`src/hw/rtl/mppt_spo_pkg.sv`:
```
`timescale 1ns / 1ps
// ----------------------------------------------------------------------------
// MPPT sweep / P&O package
// Field widths, register map codes, reset values and payload structs shared
// by the tracker, its port checker and the testbench.
// ----------------------------------------------------------------------------
package mppt_spo_pkg;

    localparam int ADC_BITS  = 10;
    localparam int DUTY_BITS = 14;
    localparam int REG_W     = 14;
    localparam int POWER_W   = 20;
    localparam int PROD_W    = 2 * ADC_BITS;
    localparam int ADDR_W    = 5;
    localparam int DATA_W    = 32;

    localparam logic [POWER_W-1:0] POWER_MAX = {POWER_W{1'b1}};

    // Reset values of the configuration registers.
    localparam logic [POWER_W-1:0] RST_POWER_FLOOR = POWER_W'(2045);
    localparam logic [REG_W-1:0]   RST_SWEEP_START = REG_W'(5500);
    localparam logic [REG_W-1:0]   RST_SWEEP_STEP  = REG_W'(100);
    localparam logic [REG_W-1:0]   RST_SWEEP_END   = REG_W'(9500);
    localparam logic [REG_W-1:0]   RST_TRACK_STEP  = REG_W'(50);
    localparam logic [REG_W-1:0]   RST_DUTY_MIN    = REG_W'(5000);
    localparam logic [REG_W-1:0]   RST_DUTY_MAX    = REG_W'(8700);

    typedef enum logic [2:0] {
        REG_POWER_FLOOR = 3'd0,
        REG_SWEEP_START = 3'd1,
        REG_SWEEP_STEP  = 3'd2,
        REG_SWEEP_END   = 3'd3,
        REG_TRACK_STEP  = 3'd4,
        REG_DUTY_MIN    = 3'd5,
        REG_DUTY_MAX    = 3'd6
    } t_reg_idx;

    typedef struct packed {
        logic [ADC_BITS-1:0] voltage_code;
        logic [ADC_BITS-1:0] current_code;
    } t_in_item;

    typedef struct packed {
        logic [DUTY_BITS-1:0] duty;
        logic                 tracking;
        logic [POWER_W-1:0]   power;
    } t_out_item;

endpackage

```
`src/hw/rtl/mppt_sweep_then_perturb_observe.sv`:
```
`timescale 1ns / 1ps
// ----------------------------------------------------------------------------
// MPPT tracker: startup sweep, then perturb and observe
// Takes one voltage/current ADC pair per transfer, forms the raw power and
// answers with the next duty, the phase and the power of that sample.
// ----------------------------------------------------------------------------
//
//  channel   direction  handshake                payload
//  --------  ---------  -----------------------  ----------------------------
//  in        sink       i_in_valid / o_in_ready  i_in_data  (t_in_item)
//  out       source     o_out_valid / i_out_ready o_out_data (t_out_item)
//  config    APB slave  psel/penable/pwrite/pready paddr, pwdata, prdata
//
//  Rates: one transfer per clock in each direction while out is not stalled;
//  a sample is caught in the input register at its transfer edge, and its
//  result is captured in the result register, from which it can transfer.
//  The whole per-sample step (10x10 multiply, compares, clamp) sits between
//  the input register and the result register.
//  Reset (i_rst_n low, synchronous): registers take their defaults, phase is
//  sweep, duty is the sweep start; both stages empty.
//  Stalls: while a result waits on the output, the input register accepts
//  only if empty; it holds only when both stages are full and out is stalled.
// ----------------------------------------------------------------------------
module mppt_sweep_then_perturb_observe (
    input  logic                               i_clk,
    input  logic                               i_rst_n,
    // input sample channel
    input  logic                               i_in_valid,
    output logic                               o_in_ready,
    input  mppt_spo_pkg::t_in_item             i_in_data,
    // result channel
    output logic                               o_out_valid,
    input  logic                               i_out_ready,
    output mppt_spo_pkg::t_out_item            o_out_data,
    // configuration port
    input  logic                               psel,
    input  logic                               penable,
    input  logic                               pwrite,
    input  logic [mppt_spo_pkg::ADDR_W-1:0]    paddr,
    input  logic [mppt_spo_pkg::DATA_W-1:0]    pwdata,
    output logic [mppt_spo_pkg::DATA_W-1:0]    prdata,
    output logic                               pready
);
    import mppt_spo_pkg::*;

    // configuration registers
    logic [POWER_W-1:0] r_power_floor;
    logic [REG_W-1:0]   r_sweep_start;
    logic [REG_W-1:0]   r_sweep_step;
    logic [REG_W-1:0]   r_sweep_end;
    logic [REG_W-1:0]   r_track_step;
    logic [REG_W-1:0]   r_duty_min;
    logic [REG_W-1:0]   r_duty_max;

    // tracker state
    logic               r_tracking;
    logic [REG_W-1:0]   r_duty;
    logic [REG_W-1:0]   r_best_duty;
    logic [POWER_W-1:0] r_best_power;
    logic [POWER_W-1:0] r_prev_power;
    logic               r_moving_down;

    // pipeline
    logic               r_in_valid;
    t_in_item           r_in_data;
    logic               r_out_valid;
    t_out_item          r_out_data;

    // step logic
    logic               advance;
    logic               step_en;
    logic               cfg_wr;
    t_reg_idx           cfg_idx;
    logic [REG_W-1:0]   wdata14;
    logic [PROD_W-1:0]  prod;
    logic [POWER_W-1:0] raw_power;
    logic [POWER_W-1:0] trk_power;
    logic [REG_W-1:0]   eff_step;
    logic               sweep_point;
    logic [REG_W:0]     sweep_next;
    logic               sweep_done;
    logic               best_upd;
    logic [REG_W-1:0]   best_duty_new;
    logic               down_new;
    logic signed [REG_W+1:0] trk_sum;
    logic signed [REG_W+1:0] trk_hi;
    logic signed [REG_W+1:0] trk_lo;
    logic [REG_W-1:0]   trk_duty;

    logic               n_tracking;
    logic [REG_W-1:0]   n_duty;
    logic [REG_W-1:0]   n_best_duty;
    logic [POWER_W-1:0] n_best_power;
    logic [POWER_W-1:0] n_prev_power;
    logic               n_moving_down;
    t_out_item          n_out_data;

    // ---------------------------------------------------------------------
    // Handshake: the result register frees when empty or taken; the input
    // register frees when empty or when its item moves to the result side.
    // ---------------------------------------------------------------------
    assign advance     = !r_out_valid || i_out_ready;
    assign step_en     = r_in_valid && advance;
    assign o_in_ready  = !r_in_valid || advance;
    assign o_out_valid = r_out_valid;
    assign o_out_data  = r_out_data;

    // ---------------------------------------------------------------------
    // APB decode: always ready, write lands on the access cycle.
    // ---------------------------------------------------------------------
    assign pready  = 1'b1;
    assign cfg_wr  = psel && penable && pwrite && pready;
    assign cfg_idx = t_reg_idx'(paddr[ADDR_W-1:2]);
    assign wdata14 = pwdata[REG_W-1:0];

    always_comb begin
        case (cfg_idx)
            REG_POWER_FLOOR: prdata = DATA_W'(r_power_floor);
            REG_SWEEP_START: prdata = DATA_W'(r_sweep_start);
            REG_SWEEP_STEP:  prdata = DATA_W'(r_sweep_step);
            REG_SWEEP_END:   prdata = DATA_W'(r_sweep_end);
            REG_TRACK_STEP:  prdata = DATA_W'(r_track_step);
            REG_DUTY_MIN:    prdata = DATA_W'(r_duty_min);
            REG_DUTY_MAX:    prdata = DATA_W'(r_duty_max);
            default:         prdata = '0;
        endcase
    end

    // ---------------------------------------------------------------------
    // Per-sample step, from the input register and the tracker state.
    // ---------------------------------------------------------------------
    // Raw power, saturated to the power field (cannot trip at 10-bit codes).
    assign prod      = PROD_W'(r_in_data.voltage_code) * PROD_W'(r_in_data.current_code);
    assign raw_power = (PROD_W'(prod) > PROD_W'(POWER_MAX)) ? POWER_MAX
                                                            : POWER_W'(prod);

    // Sweep: a zero step behaves as one so the sweep always finishes.
    assign eff_step      = (r_sweep_step == '0) ? REG_W'(1) : r_sweep_step;
    assign sweep_point   = r_duty < r_sweep_end;
    assign sweep_next    = {1'b0, r_duty} + {1'b0, eff_step};
    assign sweep_done    = !sweep_point || (sweep_next >= {1'b0, r_sweep_end});
    assign best_upd      = sweep_point && (raw_power > r_best_power);
    assign best_duty_new = best_upd ? r_duty : r_best_duty;

    // Tracking: floor the power, flip direction unless power rose, then
    // step and clamp (upper limit first, so crossed limits give duty_min).
    assign trk_power = (raw_power < r_power_floor) ? '0 : raw_power;
    assign down_new  = (trk_power > r_prev_power) ? r_moving_down : !r_moving_down;
    assign trk_sum   = down_new
                     ? $signed({2'b00, r_duty}) - $signed({2'b00, r_track_step})
                     : $signed({2'b00, r_duty}) + $signed({2'b00, r_track_step});
    assign trk_hi    = (trk_sum > $signed({2'b00, r_duty_max}))
                     ? $signed({2'b00, r_duty_max}) : trk_sum;
    assign trk_lo    = (trk_hi < $signed({2'b00, r_duty_min}))
                     ? $signed({2'b00, r_duty_min}) : trk_hi;
    assign trk_duty  = trk_lo[REG_W-1:0];

    always_comb begin
        n_tracking    = r_tracking;
        n_duty        = r_duty;
        n_best_duty   = r_best_duty;
        n_best_power  = r_best_power;
        n_prev_power  = r_prev_power;
        n_moving_down = r_moving_down;
        n_out_data    = '0;
        if (!r_tracking) begin
            if (best_upd) begin
                n_best_power = raw_power;
            end
            n_best_duty = best_duty_new;
            if (sweep_done) begin
                // hand over to tracking at the best duty, heading upward
                n_tracking    = 1'b1;
                n_moving_down = 1'b0;
                n_duty        = best_duty_new;
            end else begin
                n_duty = sweep_next[REG_W-1:0];
            end
            n_out_data.power = raw_power;
        end else begin
            n_moving_down    = down_new;
            n_duty           = trk_duty;
            n_prev_power     = trk_power;
            n_out_data.power = trk_power;
        end
        n_out_data.duty     = DUTY_BITS'(n_duty);
        n_out_data.tracking = n_tracking;
    end

    // ---------------------------------------------------------------------
    // Configuration registers. A sweep start write during the sweep restarts
    // it; the user must keep items out of flight during writes (unenforced).
    // ---------------------------------------------------------------------
    always_ff @(posedge i_clk) begin
        if (!i_rst_n) begin
            r_power_floor <= RST_POWER_FLOOR;
            r_sweep_start <= RST_SWEEP_START;
            r_sweep_step  <= RST_SWEEP_STEP;
            r_sweep_end   <= RST_SWEEP_END;
            r_track_step  <= RST_TRACK_STEP;
            r_duty_min    <= RST_DUTY_MIN;
            r_duty_max    <= RST_DUTY_MAX;
        end else if (cfg_wr) begin
            case (cfg_idx)
                REG_POWER_FLOOR: r_power_floor <= pwdata[POWER_W-1:0];
                REG_SWEEP_START: r_sweep_start <= wdata14;
                REG_SWEEP_STEP:  r_sweep_step  <= wdata14;
                REG_SWEEP_END:   r_sweep_end   <= wdata14;
                REG_TRACK_STEP:  r_track_step  <= wdata14;
                REG_DUTY_MIN:    r_duty_min    <= wdata14;
                REG_DUTY_MAX:    r_duty_max    <= wdata14;
                default: begin
                end
            endcase
        end
    end

    // ---------------------------------------------------------------------
    // Tracker state: advance on each item, else take a sweep restart.
    // ---------------------------------------------------------------------
    always_ff @(posedge i_clk) begin
        if (!i_rst_n) begin
            r_tracking    <= 1'b0;
            r_duty        <= RST_SWEEP_START;
            r_best_duty   <= '0;
            r_best_power  <= '0;
            r_prev_power  <= '0;
            r_moving_down <= 1'b0;
        end else if (step_en) begin
            r_tracking    <= n_tracking;
            r_duty        <= n_duty;
            r_best_duty   <= n_best_duty;
            r_best_power  <= n_best_power;
            r_prev_power  <= n_prev_power;
            r_moving_down <= n_moving_down;
        end else if (cfg_wr && cfg_idx == REG_SWEEP_START && !r_tracking) begin
            r_duty       <= wdata14;
            r_best_duty  <= '0;
            r_best_power <= '0;
        end
    end

    // ---------------------------------------------------------------------
    // Pipeline valids (control) and payload (no reset needed).
    // ---------------------------------------------------------------------
    always_ff @(posedge i_clk) begin
        if (!i_rst_n) begin
            r_in_valid  <= 1'b0;
            r_out_valid <= 1'b0;
        end else begin
            if (o_in_ready) begin
                r_in_valid <= i_in_valid;
            end
            if (advance) begin
                r_out_valid <= r_in_valid;
            end
        end
    end

    always_ff @(posedge i_clk) begin
        if (i_in_valid && o_in_ready) begin
            r_in_data <= i_in_data;
        end
        if (step_en) begin
            r_out_data <= n_out_data;
        end
    end

endmodule

```
`config.mk`:
```
export PLATFORM = sky130hd
export DESIGN_NAME = mppt_sweep_then_perturb_observe
export DESIGN_NICKNAME = d
export VERILOG_FILES = /design/src/hw/rtl/mppt_spo_pkg.sv /design/src/hw/rtl/mppt_sweep_then_perturb_observe.sv
export SDC_FILE = /design/constraint.sdc
export NUM_CORES = 1
export LEC_CHECK = 0
export BUFFER_PORTS_ARGS = -buffer_cell sky130_fd_sc_hd__buf_2
export CORE_ASPECT_RATIO = 0.5
export CORE_UTILIZATION = 45
export CTS_BUF_LIST = sky130_fd_sc_hd__clkbuf_8
export DETAILED_ROUTE_END_ITERATION = 12
export PLACE_DENSITY = 0.65
export SLEW_MARGIN = 20
export SYNTH_ARGS = -nofsm -noshare
export SYNTH_HDL_FRONTEND = slang
export SYNTH_SLANG_ARGS = --single-unit
```
`constraint.sdc`:
```
create_clock -name i_clk -period 12.86 [get_ports i_clk]
set_input_delay 0 -clock i_clk [delete_from_list [all_inputs] [get_ports i_clk]]
set_output_delay 0 -clock i_clk [all_outputs]
set_load 0.005 [all_outputs]
```
==> impl_metrics.py, run 1 <==
metrics = {
    "cells_and_area": {
        "syn_to_final_growth_pct": 20.2,
        "final_core_util_pct": 55.4,
        "finish.net_count": 2816,
        "layout-drive-gt1-share_pct": 18.9,
        "stdcell_count": 3047,
        "n_fill_cell": 3746,
    },
    "status": {
        "violated_checks": "setup timing",
        "outcome": "finished, violations left",
    },
    "synthesis": {
        "synth_cells": 2256,
        "post-synth-top-count-cell": "sky130_fd_sc_hd__nand2_1",
        "synth_top_cells_by_count": "329 x sky130_fd_sc_hd__nand2_1, 211 x sky130_fd_sc_hd__inv_1, 210 x sky130_fd_sc_hd__ha_1, 176 x sky130_fd_sc_hd__dfxtp_1, 120 x sky130_fd_sc_hd__nor2_1",
        "synth_edf_count": 55,
        "postSynthAreaPerCell_um2": 8.36,
        "yosysSeqAreaShare_pct": 27.5,
        "yosys_most_used_dff": "sky130_fd_sc_hd__dfxtp_1",
        "ys_top_cells_by_area": "sky130_fd_sc_hd__dfxtp_1 19%, sky130_fd_sc_hd__ha_1 14%, sky130_fd_sc_hd__edfxtp_1 8.8%",
        "synth_top_cell_area_share_pct": 18.7,
        "syn-cell-area_um2": 18900,
        "synth_seq_cells": 231,
        "synth_top_area_cell": "sky130_fd_sc_hd__dfxtp_1",
        "synth_cell_type_count": 91,
        "ys_async_sr_fraction_pct": 0,
        "yosysWarningCount": 0,
    },
    "clocking": {
        "cts_num_sinks": 231,
        "clock_tree.root_cell": "sky130_fd_sc_hd__clkbuf_8",
        "worst_setup_hold_path_clk_slew_ns": 0.07,
        "h-tree-depth": 2,
        "worstSkewPairLatency_ns": 0.61,
        "cts.path.max_buffers": 3,
        "clock_tree_from_tritoncts": "yes",
        "tritoncts.num_buffers": 38,
    },
    "detailed_routing": {
        "finalWirelength_um": 59800,
        "dr.first_iter.drc_count": 1378,
        "detailedRoute.firstPassIterationCount": 5,
        "viasPerCell": 5.58,
        "postRouteAntennaNets": 0,
        "detailroute.via_count": 17000,
        "drc": 0,
        "wl_per_cell_um": 19.6,
    },
    "timing": {
        "setup-violations-final": 10,
        "rsz0062_at_grt": "yes",
        "timing_worst_slew_pin_value_ns": 0.977,
        "min_period_ns": 12.97,
        "max_slew_margin_pct": 34.9,
        "max_freq_ghz": 0.0771,
        "finalClockSkew_ns": 0.0504,
        "period_share_pct": 101,
        "worst_slack_ns": -0.106,
        "setup_tns_ns": -0.427,
        "slew_viol_final": 0,
        "hold_slack_final_ns": 0.0904,
        "hold_viol": 0,
    },
    "die": {
        "fp.coreArea_um2": 40900,
        "placementRows": 52,
        "initial_utilization_pct": 46.1,
        "io_pins": 134,
        "die_area_um2": 42800,
        "chipHeight_um": 147,
        "die_width_um": 291,
    },
    "placement": {
        "post-dp-hpwl_um": 44200,
        "globalplace.congestion": 0.958,
        "placed_cells_incl_taps": 2893,
        "numPortBuffers": 106,
    },
    "worst_setup_path": {
        "worst-endpoint-arrival_ns": 13.25,
        "cp_top_family": "compound AO/OA/AOI/OAI gates",
        "critical_path.reg2reg.endpoint": "o_out_data[34]$_DFFE_PP_",
        "cp_common_cell": "sky130_fd_sc_hd__fa_1",
        "critical_path_launch_point_type": "flip-flop",
        "crit_buf_inv": 9,
        "critical-path-slowest-cell": "sky130_fd_sc_hd__fa_2",
        "path_max_fanout": 8,
        "rr_worst_depth": 55,
        "setup.worst_path.class": "reg -> reg",
        "end_kind": "flip-flop",
        "worst-endpoint-required_ns": 13.15,
        "timing.critical_path.slowest_cell_delay_ns": 0.56,
        "worst_r2r_startpoint": "r_in_data[2]$_DFFE_PP_",
        "rrSetupSlack_ns": -0.11,
    },
    "global_route": {
        "grt_antenna_before_repair": 0,
        "gr-usage-all-layers_pct": 27.5,
        "grt_start_max_net_pins": 103,
        "grt_first_pass_wirelength_um": 91700,
        "grt_pass1_vias": 16200,
        "grt_overflow_total": 0,
    },
    "worst_hold_path": {
        "worst_hold_path_type": "in -> reg",
        "min_to": "r_track_step[3]$_SDFFE_PN0P_",
        "worstHoldPathCells": 5,
        "hold_start": "pwrite",
    },
    "flow_run": {
        "max-cap-violations": 0,
    },
}
[flip-flops by register name (all words and copies together) (netlist names)]
signal         count
r_sweep_end       14
r_duty_max        14
r_in_data         20
r_tracking         1
r_in_valid         1
r_track_step      14
r_sweep_step      14
r_moving_down      1
r_best_duty       14
r_duty            14
r_prev_power      20
o_out_data        35
r_best_power      20
r_power_floor     20
r_sweep_start     14
o_out_valid        1
r_duty_min        14
[area by class of cell]
cell class | count | area (um2) | share of cell area (%)
repair buffers | 315 | 2320 | 10.3
inverters | 212 | 796 | 3.51
multi-input cells | 1679 | 12900 | 57.0
clock inverters | 28 | 193 | 0.851
flip-flops and latches | 231 | 5170 | 22.8
well taps | 540 | 676 | 2.98
diodes | 1 | 2.50 | 0.0110
clock buffers | 41 | 564 | 2.49
[logic make-up (layout without fill, tap and decap cells)]
family | Yosys count | after routing | share of synthesized area, %
AOI/OAI and AO/OA | 505 | 505 | 18.2
xor gates and xnor gates | 52 | 52 | 2.42
adders and majority gates | 275 | 275 | 20.8
buffers and inverters | 357 | 596 | 7.69
DFF | 231 | 231 | 27.5
muxes | 74 | 74 | 4.29
other | 2 | 14 | 0.0398
and+or+nand+nor | 760 | 760 | 19.1
[cells in the final DEF, fill, tap and decap left out, types with 80 or more instances in the layout]
cell / Yosys / final
sky130_fd_sc_hd__inv_1: 211 / 224
sky130_fd_sc_hd__buf_2: 9 / 105
sky130_fd_sc_hd__ha_1: 210 / 194
sky130_fd_sc_hd__dfxtp_1: 176 / 176
sky130_fd_sc_hd__a21oi_1: 108 / 90
sky130_fd_sc_hd__nor2_1: 120 / 113
sky130_fd_sc_hd__a21boi_0: 82 / 80
sky130_fd_sc_hd__and2_1: 94 / 90
sky130_fd_sc_hd__nand2_1: 329 / 325
sky130_fd_sc_hd__buf_4: 22 / 146
[worst register-to-register path: cells and delay by family (launching register included)]
| kind | cells | cell delay [ns] |
|---|---|---|
| simple gates | 12 | 1.89 |
| mux | 1 | 0.27 |
| flops | 1 | 0.49 |
| buf+inv | 9 | 1.12 |
| xor+xnor | 1 | 0.19 |
| compound gates | 22 | 4.91 |
| fa+ha+maj | 10 | 3.84 |
[worst max-delay path by stage]
stage / start / endpoint / slack (ns) / cells past startpoint
after global placement: r_in_data[3]$_DFFE_PP_ / o_out_data[34]$_DFFE_PP_ / -0.15 / 55
after global routing: r_in_data[15]$_DFFE_PP_ / r_duty[1]$_SDFFE_PN0P_ / -0.59 / 59
after CTS: r_in_data[2]$_DFFE_PP_ / r_duty[1]$_SDFFE_PN0P_ / 0.002 / 57
after detailed placement: r_in_data[14]$_DFFE_PP_ / o_out_data[27]$_DFFE_PP_ / -0.47 / 52
after floorplan: r_in_data[3]$_DFFE_PP_ / o_out_data[33]$_DFFE_PP_ / 0.02 / 59
final: r_in_data[2]$_DFFE_PP_ / o_out_data[34]$_DFFE_PP_ / -0.11 / 55
[metal layers]
layer / wire (um) / GRT usage (%) / part of all wire (%)
met5: 0 / 0 / 0
met4: 1790 / 8.92 / 3.0
met3: 4370 / 3.78 / 7.3
met2: 27500 / 45.4 / 46
met1: 26200 / 37.2 / 44
[timing repair]
action / 4_1_cts / 5_1_grt
hold endpoints to repair: 129 / 0
resized for setup: 45 / 94
pin swaps: 32 / 72
setup buffers: 16 / 23
endpoints found under the setup margin: 28 / 28
hold buffers: 45 / 0
[through the flow]
stage / cell area [um2] / worst slack (ns)
6_report: 22700 / -0.106
3_3_place_gp: 20500 / -0.150
5_1_grt: 22600 / -0.593
4_1_cts: 22000 / 0.00160
3_5_place_dp: 20500 / -0.474
2_1_floorplan: 18900 / 0.0247
Power of run 1 is not shown: default switching activity piles up to over one toggle a cycle in this logic, so the estimate is an artifact.
==> inputs of run 2 (changes only) <==
CELL_PAD_IN_SITES_DETAIL_PLACEMENT = 1   (was unset)
CELL_PAD_IN_SITES_GLOBAL_PLACEMENT = 2   (was unset)
CORE_UTILIZATION = 35   (was 45)
PLACE_DENSITY = 0.79   (was 0.65)
==> run 2 against run 1 <==
  * The run still ends with setup timing left
  * Fmax is 0.10% lower
  * Largest cell class unchanged
  * Clock skew is 0.0019 ns higher
  * Highest routed layer unchanged
  * Critical path depth is 1 higher
  * Register-to-register slack hardly changed
  * Utilization is 9.6 points lower
==> impl_metrics.py, run 2 (synthesis gave the netlist of run 1 again) <==
metrics = {
    "status": {
        "outcome": "finished, violations left",
        "violated_checks": "setup timing",
    },
    "cells_and_area": {
        "mostFrequentLayoutCell": "sky130_fd_sc_hd__nand2_1",
        "layout-drive-gt1-share_pct": 23.1,
        "syn_to_final_growth_pct": 27.7,
        "finish.net_count": 2912,
        "n_fill_cell": 6205,
        "mostFrequentLayoutCells": "328 x sky130_fd_sc_hd__nand2_1, 224 x sky130_fd_sc_hd__inv_1, 220 x sky130_fd_sc_hd__buf_4, 188 x sky130_fd_sc_hd__ha_1, 176 x sky130_fd_sc_hd__dfxtp_1",
        "diodes": 0,
        "multi_input_area_um2": 13300,
        "largest_reg_flops": 35,
        "register_cell_area_after_layout_um2": 5170,
    },
    "die": {
        "die_width_um": 330,
        "die_area_um2": 54800,
        "io_pins": 134,
        "chipHeight_um": 166,
        "initial_utilization_pct": 35.9,
        "fp.coreArea_um2": 52600,
        "placementRows": 59,
    },
    "worst_setup_path": {
        "critical_path_launch_point_type": "flip-flop",
        "end_kind": "flip-flop",
        "worst-endpoint-required_ns": 13.14,
        "cp_common_cell": "sky130_fd_sc_hd__fa_1",
        "critical-path-slowest-cell": "sky130_fd_sc_hd__fa_1",
        "timing.critical_path.slowest_cell_delay_ns": 0.55,
        "path_max_fanout": 8,
        "worst-endpoint-arrival_ns": 13.26,
        "setup.worst_path.class": "reg -> reg",
    },
    "global_route": {
        "grt_first_pass_wirelength_um": 109000,
        "gr-usage-all-layers_pct": 25.8,
        "grt_antenna_before_repair": 1,
        "grt_pass1_vias": 18300,
        "grt_start_max_net_pins": 93,
        "grt_overflow_total": 0,
    },
    "worst_hold_path": {
        "worst_hold_path_type": "in -> reg",
    },
    "timing": {
        "max_freq_ghz": 0.0770,
        "max_slew_margin_pct": 36.0,
        "worst_slack_ns": -0.119,
        "finalClockSkew_ns": 0.0523,
        "hold_slack_final_ns": 0.115,
        "rsz0062_at_grt": "yes",
        "setup-violations-final": 15,
        "timing_worst_slew_pin_value_ns": 0.960,
        "hold_viol": 0,
        "min_period_ns": 12.98,
        "period_share_pct": 101,
        "slew_viol_final": 0,
    },
    "clocking": {
        "clock_tree_from_tritoncts": "yes",
        "clock_tree.root_cell": "sky130_fd_sc_hd__clkbuf_8",
        "cts.path.max_buffers": 3,
        "tritoncts.num_buffers": 39,
        "worst_setup_hold_path_clk_slew_ns": 0.07,
        "worstSkewPairLatency_ns": 0.63,
        "h-tree-depth": 2,
        "cts_num_sinks": 231,
    },
    "detailed_routing": {
        "finalWirelength_um": 72900,
        "drc": 0,
        "detailroute.via_count": 17700,
        "dr.first_iter.drc_count": 1004,
        "detailedRoute.firstPassIterationCount": 5,
        "wl_per_cell_um": 22.1,
        "postRouteAntennaNets": 0,
        "viasPerCell": 5.37,
    },
    "placement": {
        "post-dp-hpwl_um": 52600,
        "globalplace.congestion": 0.890,
        "numPortBuffers": 106,
    },
    "flow_run": {
        "max-cap-violations": 0,
    },
}
[run 2: layer usage]
metal | wire, um | vias up | global-route usage [%]
met1 | 32700 | 8843 | 33.6
met5 | 0 | - | 0
met4 | 2650 | 0 | 8.38
li1 | - | 8381 | -
met3 | 2840 | 135 | 3.24
met2 | 34700 | 376 | 44.0
[run 2: final timing paths]
path,end,slack (ns),start,cells past startpoint
max reg2reg,o_out_data[34]$_DFFE_PP_,-0.12,r_in_data[3]$_DFFE_PP_,56
min,r_in_data[2]$_DFFE_PP_,0.12,i_in_data[2],2
min reg2reg,r_prev_power[4]$_SDFFE_PN0P_,0.46,r_prev_power[4]$_SDFFE_PN0P_,2
max,o_out_data[34]$_DFFE_PP_,-0.12,r_in_data[3]$_DFFE_PP_,56
[run 2: what timing repair did]
item / in CTS / in global routing
gates cloned: 1 / 6
hold buffers: 50 / 0
hold endpoints to repair: 127 / 0
resized for setup: 65 / 152
endpoints found under the setup margin: 28 / 62
setup buffers: 57 / 37
pin swaps: 44 / 63
[run 2: cell type report]
cell class / instances / area share (%)
Multi-Input combinational cell: 1680 / 55.2
Sequential cell: 231 / 21.5
Timing Repair Buffer: 409 / 13.2
Tap cell: 701 / 3.64
Inverter: 212 / 3.31
Clock buffer: 41 / 2.34
Clock inverter: 28 / 0.806
[run 2: stage by stage]
stage | cells | worst slack (ns) | cell area (um2) | utilization [%] | TNS (ns)
4_1_cts | 3262 | -0.0423 | 23000 | 43.7 | -0.0566
3_5_place_dp | 3086 | -0.962 | 20900 | 39.8 | -22.29
3_3_place_gp | 3086 | -0.477 | 20900 | 39.8 | -8.54
6_report | 3302 | -0.119 | 24100 | 45.8 | -0.957
5_1_grt | 3302 | -0.723 | 24100 | 45.8 | -19.48
2_1_floorplan | 2267 | 0.0247 | 18900 | - | 0
[run 2: critical path: cells and delay by family, from the launching register on]
family	cells	cell delay, ns
fa+ha+maj	10	3.76
buf+inv	9	1.02
flops	1	0.46
xor+xnor	1	0.22
simple gates	12	2.03
compound gates	23	4.81
mux	1	0.32
Power of run 2 is left out for the same reason.
==> inputs of run 3 (changes only) <==
SETUP_SLACK_MARGIN = 0.4   (was unset)
==> run 3 against run 2 <==
  * The flow still finishes with violations (setup timing)
  * Die area stayed put
  * Worst hold slack better by 0.012 ns
  * Clock skew rose by 0.019 ns
  * First-iteration DRC count increased by 17%
  * Register-to-register slack got worse by 0.31 ns
  * Count of clock-buffer cells in the layout increased by 1
  * Sequential cell count did not move
  * Non-clock buffer count up 9
  * Sequential share of layout area down 0.070 points
  * Utilization increased by 0.15 points
  * Critical path depth rose by 4
  * Via count up 1.0%
  * Largest cell class unchanged
  * Highest routed layer unchanged
==> impl_metrics.py, run 3 (synthesis gave the netlist of run 1 again) <==
metrics = {
    "status": {
        "outcome": "finished, violations left",
        "violated_checks": "setup timing",
    },
    "worst_setup_path": {
        "rr_worst_depth": 60,
        "critical_path_launch_point_type": "flip-flop",
        "setup.worst_path.class": "reg -> reg",
        "end_kind": "flip-flop",
        "rrSetupSlack_ns": -0.43,
        "worst-endpoint-arrival_ns": 13.59,
        "path_max_fanout": 11,
        "timing.critical_path.slowest_cell_delay_ns": 0.53,
        "critical_path.reg2reg.endpoint": "o_out_data[21]$_DFFE_PP_",
        "critical-path-slowest-cell": "sky130_fd_sc_hd__fa_1",
        "worst_r2r_startpoint": "r_in_data[3]$_DFFE_PP_",
        "worst-endpoint-required_ns": 13.15,
    },
    "detailed_routing": {
        "dr.first_iter.drc_count": 1170,
        "wl_per_cell_um": 22.3,
        "postRouteAntennaNets": 0,
        "wl_met1_um": 32500,
        "finalWirelength_um": 73900,
        "detailedRoute.firstPassIterationCount": 5,
        "viasPerCell": 5.41,
        "detailroute.via_count": 17900,
        "dr_wl_met3_um": 3370,
        "top_signal_layer_used": "met4",
        "dr_wl_met2_um": 35400,
        "drc": 0,
    },
    "cells_and_area": {
        "finalInstanceArea_um2": 24100,
        "mostFrequentLayoutCells": "324 x sky130_fd_sc_hd__nand2_1, 229 x sky130_fd_sc_hd__buf_4, 216 x sky130_fd_sc_hd__inv_1, 194 x sky130_fd_sc_hd__ha_1, 176 x sky130_fd_sc_hd__dfxtp_1",
        "finish.net_count": 2922,
        "largest_reg_flops": 35,
        "mostFrequentLayoutCell": "sky130_fd_sc_hd__nand2_1",
        "layout-drive-gt1-share_pct": 23.6,
        "syn_to_final_growth_pct": 28.1,
        "stdcell_count": 3311,
    },
    "clocking": {
        "h-tree-depth": 2,
        "clock_tree_from_tritoncts": "yes",
        "worstSkewPairLatency_ns": 0.62,
        "clock_tree.root_cell": "sky130_fd_sc_hd__clkbuf_8",
        "worst_setup_hold_path_clk_slew_ns": 0.06,
        "tritoncts.num_buffers": 39,
        "cts_num_sinks": 231,
        "cts.path.max_buffers": 3,
    },
    "timing": {
        "timing_worst_slew_pin_value_ns": 1.12,
        "worst_slack_ns": -0.434,
        "max_freq_ghz": 0.0752,
        "finalClockSkew_ns": 0.0709,
        "period_share_pct": 103,
        "hold_viol": 0,
        "setup_tns_ns": -10.0,
        "rsz0062_at_grt": "yes",
        "max_slew_margin_pct": 25.7,
        "setup-violations-final": 28,
        "slew_viol_final": 0,
        "min_period_ns": 13.29,
    },
    "global_route": {
        "gr-usage-all-layers_pct": 26.0,
        "grt_first_pass_wirelength_um": 110000,
        "grt_overflow_total": 0,
        "grt_start_max_net_pins": 104,
        "grt_antenna_before_repair": 3,
        "grt_pass1_vias": 18500,
    },
    "worst_hold_path": {
        "worstHoldPathCells": 2,
        "worst_hold_path_type": "in -> reg",
        "min_to": "r_in_data[3]$_DFFE_PP_",
        "hold_start": "i_in_data[3]",
    },
    "placement": {
        "numPortBuffers": 106,
        "globalplace.congestion": 0.897,
        "area_after_dpl_um2": 20900,
        "post-dp-hpwl_um": 52200,
        "detailedPlace.worstSlack_ns": -0.735,
        "placed_cells_incl_taps": 3073,
    },
    "die": {
        "initial_utilization_pct": 35.9,
        "die_width_um": 330,
        "die_area_um2": 54800,
        "fp.coreArea_um2": 52600,
        "chipHeight_um": 166,
        "placementRows": 59,
        "io_pins": 134,
    },
    "flow_run": {
        "max-cap-violations": 0,
    },
}
## run 3: cell types whose count changed in the layout (fill, tap and decap cells not counted), sizes merged
cell         before  now
a21oi           109  110
buf             356  367
bufinv            2    1
clkbuf           45   46
clkinv            8   13
clkinvlp          0    1
diode             0    1
dlygate4sd3      49   47
inv             230  222
## run 3: critical path, delay by kind of cell, from the launching register on
kind            cells  cell delay (ns)
compound gates     25             5.26
fa+ha+maj          10             3.83
buf+inv            13             1.69
simple gates       11             1.60
flops               1             0.45
xor+xnor            1             0.12
## run 3: how the worst max path moves through the flow
stage,startpoint,end,slack (ns),cells after the start
6_report,r_in_data[3]$_DFFE_PP_,o_out_data[21]$_DFFE_PP_,-0.43,60
5_1_grt,r_in_data[1]$_DFFE_PP_,r_duty[1]$_SDFFE_PN0P_,-0.89,59
4_1_cts,r_in_data[2]$_DFFE_PP_,r_duty[1]$_SDFFE_PN0P_,-0.002,60
3_5_place_dp,r_in_data[12]$_DFFE_PP_,o_out_data[30]$_DFFE_PP_,-0.74,55
3_3_place_gp,r_in_data[3]$_DFFE_PP_,o_out_data[30]$_DFFE_PP_,-0.33,57
2_1_floorplan,r_in_data[1]$_DFFE_PP_,o_out_data[33]$_DFFE_PP_,0.43,60
## run 3: cell type report
cell class                      instances  area (um2)
Antenna cell                            1        2.50
Multi-Input combinational cell       1681       13200
Clock buffer                           42         578
Sequential cell                       231        5170
Timing Repair Buffer                  418        3320
Tap cell                              701         877
Fill cell                            6162       28400
Clock inverter                         25         166
Inverter                              212         796
## run 3: through the flow
stage          hold slack, ns  util, %
5_1_grt                 0.102     45.9
6_report                0.127     45.9
2_1_floorplan          0.0989        -
3_5_place_dp            0.178     39.7
3_3_place_gp            0.176     39.7
4_1_cts                0.0812     44.4
## run 3: timing repair
item,CTS,global route
setup endpoints to repair,28,62
gates cloned,2,6
hold endpoints to repair,128,0
buffers inserted,86,28
pin swaps,49,55
hold buffers,48,0
gates resized for setup,103,103
## run 3: routing by layer
layer	global-route usage [%]	vias up
met5	0	-
met4	8.40	0
met3	2.96	138
met2	43.8	415
met1	34.4	8962
li1	-	8405
Power of run 3 is left out for the same reason.
